--- config.mk ---
export PLATFORM = sky130hd
export DESIGN_NAME = scs_div
export DESIGN_NICKNAME = d
export VERILOG_FILES = /design/src/sv/scs_pkg.sv /design/src/sv/scs_div.sv
export SDC_FILE = /design/constraint.sdc
export NUM_CORES = 2
export LEC_CHECK = 0
export BUFFER_PORTS_ARGS = -buffer_cell sky130_fd_sc_hd__buf_2
export CAP_MARGIN = 0
export CORE_UTILIZATION = 57
export DETAILED_ROUTE_END_ITERATION = 12
export PLACE_DENSITY_LB_ADDON = 0.05
export SKIP_CTS_REPAIR_TIMING = 1
export SLEW_MARGIN = 20
export SYNTH_ARGS = -nofsm -noshare
export SYNTH_HDL_FRONTEND = slang
export SYNTH_SLANG_ARGS = --single-unit
export TNS_END_PERCENT = 50
--- constraint.sdc ---
create_clock -name aclk -period 3.65 [get_ports aclk]
set_input_delay 0.1825 -clock aclk [delete_from_list [all_inputs] [get_ports aclk]]
set_output_delay 0.1825 -clock aclk [all_outputs]
set_load 0.005 [all_outputs]
--- src/sv/scs_pkg.sv ---
// Shared widths and pipeline sideband types for the swept circle collision test.
`timescale 1ns / 1ps
`default_nettype none

package scs_pkg;

    localparam int COORD_W    = 16;
    localparam int RAD_W      = 15;
    localparam int DIFF_W     = 17;
    localparam int RSUM_W     = 16;
    localparam int PROD_W     = 34;
    localparam int L2_W       = 34;
    localparam int DOT_W      = 35;
    localparam int MAG_W      = 33;
    localparam int RSQ_W      = 32;
    localparam int WIDE_W     = 66;
    localparam int ROOT_W     = 33;
    localparam int N_W        = 36;
    localparam int NUM_W      = 34;
    localparam int QUO_W      = 16;
    localparam int TIME_W     = 17;
    localparam int SQRT_DEPTH = ROOT_W;
    localparam int DIV_DEPTH  = QUO_W;
    localparam int IN_DATA_W  = 160;
    localparam int OUT_DATA_W = 56;

    // Hit time of minus one frame in Q1.16.
    localparam logic [TIME_W-1:0] TIME_MINUS_ONE = 17'h10000;

    typedef struct packed {
        logic signed [COORD_W-1:0] ax;
        logic signed [COORD_W-1:0] ay;
        logic signed [DIFF_W-1:0]  vx;
        logic signed [DIFF_W-1:0]  vy;
    } geom_t;

    typedef struct packed {
        geom_t                    geom;
        logic signed [DOT_W-1:0]  dot;
        logic [L2_W-1:0]          l2;
        logic                     ok;
    } sq_side_t;

    typedef struct packed {
        geom_t geom;
        logic  hit;
        logic  neg;
        logic  full;
    } dv_side_t;

endpackage

`default_nettype wire

--- src/sv/scs_div.sv ---
// Pipelined restoring divider for a fraction below one, one quotient bit per stage.
`timescale 1ns / 1ps
`default_nettype none

module scs_div
    import scs_pkg::*;
(
    input  wire logic             aclk,
    input  wire logic             aresetn,
    input  wire logic             en,
    input  wire logic             in_valid,
    input  wire logic [NUM_W-1:0] in_num,
    input  wire logic [L2_W-1:0]  in_den,
    input  wire dv_side_t         in_side,
    output logic                  out_valid,
    output logic [QUO_W-1:0]      out_quo,
    output logic                  out_rem_nz,
    output dv_side_t              out_side
);

    logic [NUM_W-1:0] rem_reg  [DIV_DEPTH];
    logic [L2_W-1:0]  den_reg  [DIV_DEPTH];
    logic [QUO_W-1:0] quo_reg  [DIV_DEPTH];
    dv_side_t         side_reg [DIV_DEPTH];
    logic             vld_reg  [DIV_DEPTH];

    genvar i;
    for (i = 0; i < DIV_DEPTH; i++) begin : g_stage
        logic [NUM_W-1:0] rem_prev;
        logic [L2_W-1:0]  den_prev;
        logic [QUO_W-1:0] quo_prev;
        dv_side_t         side_prev;
        logic             vld_prev;
        logic [NUM_W:0]   rem2;
        logic             ge;
        logic [NUM_W-1:0] rem_next;

        if (i == 0) begin : g_first
            assign rem_prev  = in_num;
            assign den_prev  = in_den;
            assign quo_prev  = '0;
            assign side_prev = in_side;
            assign vld_prev  = in_valid;
        end else begin : g_rest
            assign rem_prev  = rem_reg[i-1];
            assign den_prev  = den_reg[i-1];
            assign quo_prev  = quo_reg[i-1];
            assign side_prev = side_reg[i-1];
            assign vld_prev  = vld_reg[i-1];
        end

        always_comb begin
            rem2     = {rem_prev, 1'b0};
            ge       = (rem2 >= {1'b0, den_prev});
            rem_next = ge ? NUM_W'(rem2 - {1'b0, den_prev}) : NUM_W'(rem2);
        end

        always_ff @(posedge aclk) begin
            if (!aresetn) begin
                vld_reg[i] <= 1'b0;
            end else if (en) begin
                vld_reg[i] <= vld_prev;
            end
        end

        always_ff @(posedge aclk) begin
            if (en) begin
                rem_reg[i]  <= rem_next;
                den_reg[i]  <= den_prev;
                quo_reg[i]  <= {quo_prev[QUO_W-2:0], ge};
                side_reg[i] <= side_prev;
            end
        end
    end

    assign out_valid  = vld_reg[DIV_DEPTH-1];
    assign out_quo    = quo_reg[DIV_DEPTH-1];
    assign out_rem_nz = (rem_reg[DIV_DEPTH-1] != '0);
    assign out_side   = side_reg[DIV_DEPTH-1];

endmodule

`default_nettype wire

Word-level counts from Yosys, hierarchy flattened
Memory sizes are Yosys's and may differ from the RTL's.
Cells that the tools add are included.
Word-level totals
  memory bits (read-only): 0
  bits in registers: 0
  bits in writable memories: 2464
  latch bits: 0
  word-level logic and storage cells: 91
  bits of input ports: 141
  memories kept: 5
Cells by class
  multiplexer cells: 37
  add/sub/neg operators: 16
  magnitude comparators: 16
  reductions and logical operators: 1
  $mul: 0
  equal/unequal tests: 0
  shift-type cells: 0
  divide/modulo/power cells: 0
  bitwise operators: 16
Memory list
  side_reg: words 16, bits a word 69, read ports 16, clocked after Yosys merged registers in 0, write ports 16, line scs_div.sv:24  | dv_side_t side_reg [DIV_DEPTH];
  den_reg: words 16, bits a word 34, read ports 15, clocked after Yosys merged registers in 0, write ports 16, line scs_div.sv:22  | logic [L2_W-1:0] den_reg [DIV_DEPTH];
  rem_reg: words 16, bits a word 34, read ports 16, clocked after Yosys merged registers in 0, write ports 16, line scs_div.sv:21  | logic [NUM_W-1:0] rem_reg [DIV_DEPTH];
  quo_reg: words 16, bits a word 16, read ports 16, clocked after Yosys merged registers in 0, write ports 16, line scs_div.sv:23  | logic [QUO_W-1:0] quo_reg [DIV_DEPTH];
  vld_reg: words 16, bits a word 1, read ports 16, clocked after Yosys merged registers in 0, write ports 16, line scs_div.sv:25  | logic vld_reg [DIV_DEPTH];
Operators with widths (number)
  greater-or-equal comparator 35 x 34 -> 1 bit: 16
  2-to-1 mux 34 bit: 16
  subtractor 34 bit: 16
  nonzero test 34 bit: 1
  2-to-1 mux 1 bit: 21
  OR 1 bit: 16

Depth between registers and ports, before layout
  word-level depth: 4
  gate-level depth with buffers: 15
  gate-level depth less buffers: 13

Worst setup path after synthesis
No wires, ideal clock.
  path kind: register to register
  start: mem rem_reg[1][0]
  end: mem rem_reg[2][23] (data pin)
  stages on the path, launching flop included: 12
  data required time: 3.390 ns
  setup time: 0.260 ns
  arrival time: 3.253 ns
  slack: 0.137 ns
  clock period less this slack: 3.513 ns
  path buffers: 1
  path through: edfxtp_1 > ha_1 > nor2b_1 > o31ai_1 > a21boi_0 > a221oi_2 > o311ai_1 > a311o_1 > a41o_1 > a31oi_4 > buf_2 > mux2_2
RTL lines (line)
  from (decl): scs_div.sv:21

==> results.md <==
- Final nets: between 9000 and 10000
- Worst R2R Path Depth: 14
- Die area: around 0.18 mm²
- Failing checks: setup timing
- Largest cells by area after synthesis: edfxtp_1 (66%), ha_1 (6.5%), a21oi_1 (2.6%), o21ai_0 (2.6%), inv_1 (2.4%)
- Worst-case headroom to the max-slew limit: 0.278
- Global-route wire length before repair: roughly 320000 µm
- # DRC: 0
- GRT Util Overall: 0.216
- Cell family contributing the most delay on the critical path: compound AO/OA/AOI/OAI gates
- CTS root buf: clkbuf_16
- Syn nets: roughly 8500
- Layout cell share with drive strength beyond 1: 0.140
- Start point of the critical path: den_reg[10][12]
- Post-synthesis compound-gate area fraction: 0.112
- Area of the multi-input gates: roughly 0.032 mm²
- Post-DR vias/cell: 5.58
- Antenna Cells: 0
- CTS tree: yes
- Port buffer count: between 200 and 250
- Reg2Reg Setup Slack: -0.02 ns
- H-tree depth: 4
- Iteration-0 DRC count of the detailed router: approximately 4200
- CP Capture Type: flip-flop
- Synth area leader: edfxtp_1
- CP most frequent cell: a21o_1
- Vias: between 60000 and 70000
- Final Cell Area: between 0.1 and 0.15 mm²
- Synth warn: 0
- Skew final: between 0.08 and 0.09 ns
- Post-Synth Simple-Gate Area: 0.0691
- Worst path bufs/invs: 4
- Area after DPL: between 0.1 and 0.15 mm²
- Post-synth EDFFs: roughly 2300
- Initial DRT Pass Iterations: 6
- Seq cells post-synth: approximately 2300
- Critical path fanouts, max: 7
- Fillers: 13000
- Multiplexer share of the synthesized area: 0.0156
- Die X: roughly 430 µm
- Core area: roughly 0.18 mm²
- Top-count cell post-synth: edfxtp_1
- Fmax: ~270 MHz
- Hold Path Class: in2reg
- Synthesized instance count: around 7800
- Final Max Tran Viols: 0
- Cell Rows: ~160
- Slowest Stage Delay on Critical Path: 0.49 ns
- CP required: 4.28 ns
- Final setup violation count: 2
- Max reg flops: between 1000 and 1500
- Routability cong.: 0.937
- Clock transition at path regs: approximately 0.06 ns
- Vias in the first global route: around 60000
- Slew @ Worst Pin: approximately 1.1 ns
- Area share of the largest cell type after synthesis: 0.664
- Commonest cells post-synth: edfxtp_1 (2309), inv_1 (662), nand2_1 (618), ha_1 (544), a21oi_1 (542)
- Status: complete, but fails checks
- Period utilisation layout: 1.01
- Worst-path cell chain: inv_2 -> ha_4 -> a21o_1 -> a21o_1 -> a21o_1 -> a221o_1 -> o2111a_2 -> o41ai_4 -> o41ai_2 -> a2111o_2 -> buf_12 -> clkbuf_16 -> buf_6 -> and2_4
- Crit path kind: reg2reg
- Synthesized area: between 0.1 and 0.15 mm²
- Reg area: between 0.06 and 0.07 mm²
- Clk buf depth: 3
- Minimum clock period: 3.67 ns
- Seq/Total Area, Yosys: 0.664
- Initial antenna violation count: 1
- Arr. time, crit path: ~4.3 ns
- Reg2reg start: den_reg[10][12]
- Gr ovfl total: 0
- Worst-Skew Late Latency: approximately 0.87 ns
- Startpoint types: flip-flop
- Post-Synth XOR/XNOR Area: 0.0396
- # clock sinks: around 2300
- Total number of cells along the worst setup path: 14
- Final hold violations: 0
- Die height: between 400 and 500 µm
- Cts bufs inserted: between 200 and 250
- Post-synth cell types: 91
- Worst setup margin: -0.0234 ns
- IO Count: approximately 230
- Avg Inst Size Synth: 13.5 µm²
- WL/cell: about 19 µm
- CP Capture Point: rem_reg[11][0]
- Max IR drop VDD: 0.493 mV
- Top FF cell, synth: edfxtp_1
- RSZ-0062 raised after global routing: yes
- Leak: approximately 48 nW
- Drt total wl: roughly 210000 µm
- Antenna-violating nets left: 0
- Largest net degree at the start of global routing: about 140
- Largest family of logic cells by synthesized area: compound AO/OA/AOI/OAI gates
- Post-synth ARST share: 0
- Setup TNS: -0.0275 ns
- HPWL Detailed: between 100000 and 150000 µm
- Reg-to-Reg End: rem_reg[11][0]
- Slowest cell on the critical path: a2111o_2
- Pwr per Cell Area: 809 mW/mm²
- Adder-cell area share of the yosys netlist: 0.0682
- Max-Cap Viols: 0
- Initial Util: 0.576
- Synth-to-layout area growth: 16.4%
==> layout by cell type, fill, tap and decap left out, types with 69 or more instances in the layout <==
cell	netlist	routed
a21o_1	269	269
a21oi_1	542	527
and3_1	76	76
buf_2	15	226
buf_4	4	338
clkbuf_16	0	237
dlygate4sd3_1	0	177
edfxtp_1	2309	2309
ha_1	544	526
inv_1	662	658
mux2_2	82	82
nand2_1	618	616
nand3_1	108	108
nand4_1	84	84
nor2_1	345	330
nor2b_1	69	69
o21ai_0	540	529
o21bai_1	75	73
xnor2_1	248	248
xor2_1	224	224
==> stage by stage <==
stage               utilization  setup slack [ns]  total power, mW  instances  hold slack, ns
floorplan                     -             0.137             62.6       7764           0.281
global placement          0.612            -0.218             72.7      10500           0.359
detailed placement        0.612            -0.154             73.4      10500           0.361
CTS                       0.655            -0.214             97.1      11000          -0.601
global route              0.670            -0.137              104      11200        -0.00457
finish                    0.670           -0.0234             98.3      11200          0.0397
==> metal layers <==
metal	global-route usage	share of wire	wire [µm]	vias up
met2	0.363	0.49	102000	1504
li1	-	-	-	30500
met4	0.0689	0.028	5810	0
met3	0.0287	0.042	8770	391
met1	0.293	0.44	92300	29900
met5	0	0	0	-
==> how the worst min path moves through the flow <==
stage                start              end  depth (start not counted)
4_1_cts        in_side[22]  side_reg[0][22]                          1
3_3_place_gp    in_side[6]   side_reg[0][6]                          1
3_5_place_dp   in_side[22]  side_reg[0][22]                          1
6_report         in_den[3]    den_reg[0][3]                          2
5_1_grt        in_side[67]  side_reg[0][67]                          2
2_1_floorplan    in_den[0]    den_reg[0][0]                          0
==> power breakdown <==
group,internal [mW],switching (mW)
clock,13.6,9.90
sequential,35.8,2.70
combinational,16.6,19.8
total,66.0,32.4
==> area by class of cell <==
| type | count | area share |
|---|---|---|
| flip-flops and latches | 2310 | 0.571 |
| multi-input cells | 4600 | 0.267 |
| repair buffers | 801 | 0.0546 |
| clock buffers | 271 | 0.0484 |
| well taps | 2370 | 0.0244 |
| inverters | 662 | 0.0204 |
| clock inverters | 153 | 0.0145 |
==> kinds of logic after synthesis <==
kind of cell,count (synthesis)
flops,2310
compound gates,1879
simple gates,1557
buf+inv,854
fa+ha+maj,560
xor+xnor,472
mux,132
==> worst reg2reg max path: cells and delay by family (launching register included) <==
| family | cells | cell delay (ns) |
|---|---|---|
| adders and majority gates | 1 | 0.20 |
| AOI/OAI and AO/OA | 8 | 2.16 |
| DFF | 1 | 0.41 |
| buffers and inverters | 4 | 0.59 |
| and+or+nand+nor | 1 | 0.12 |
Note: power is estimated with default switching activity, not from simulation.
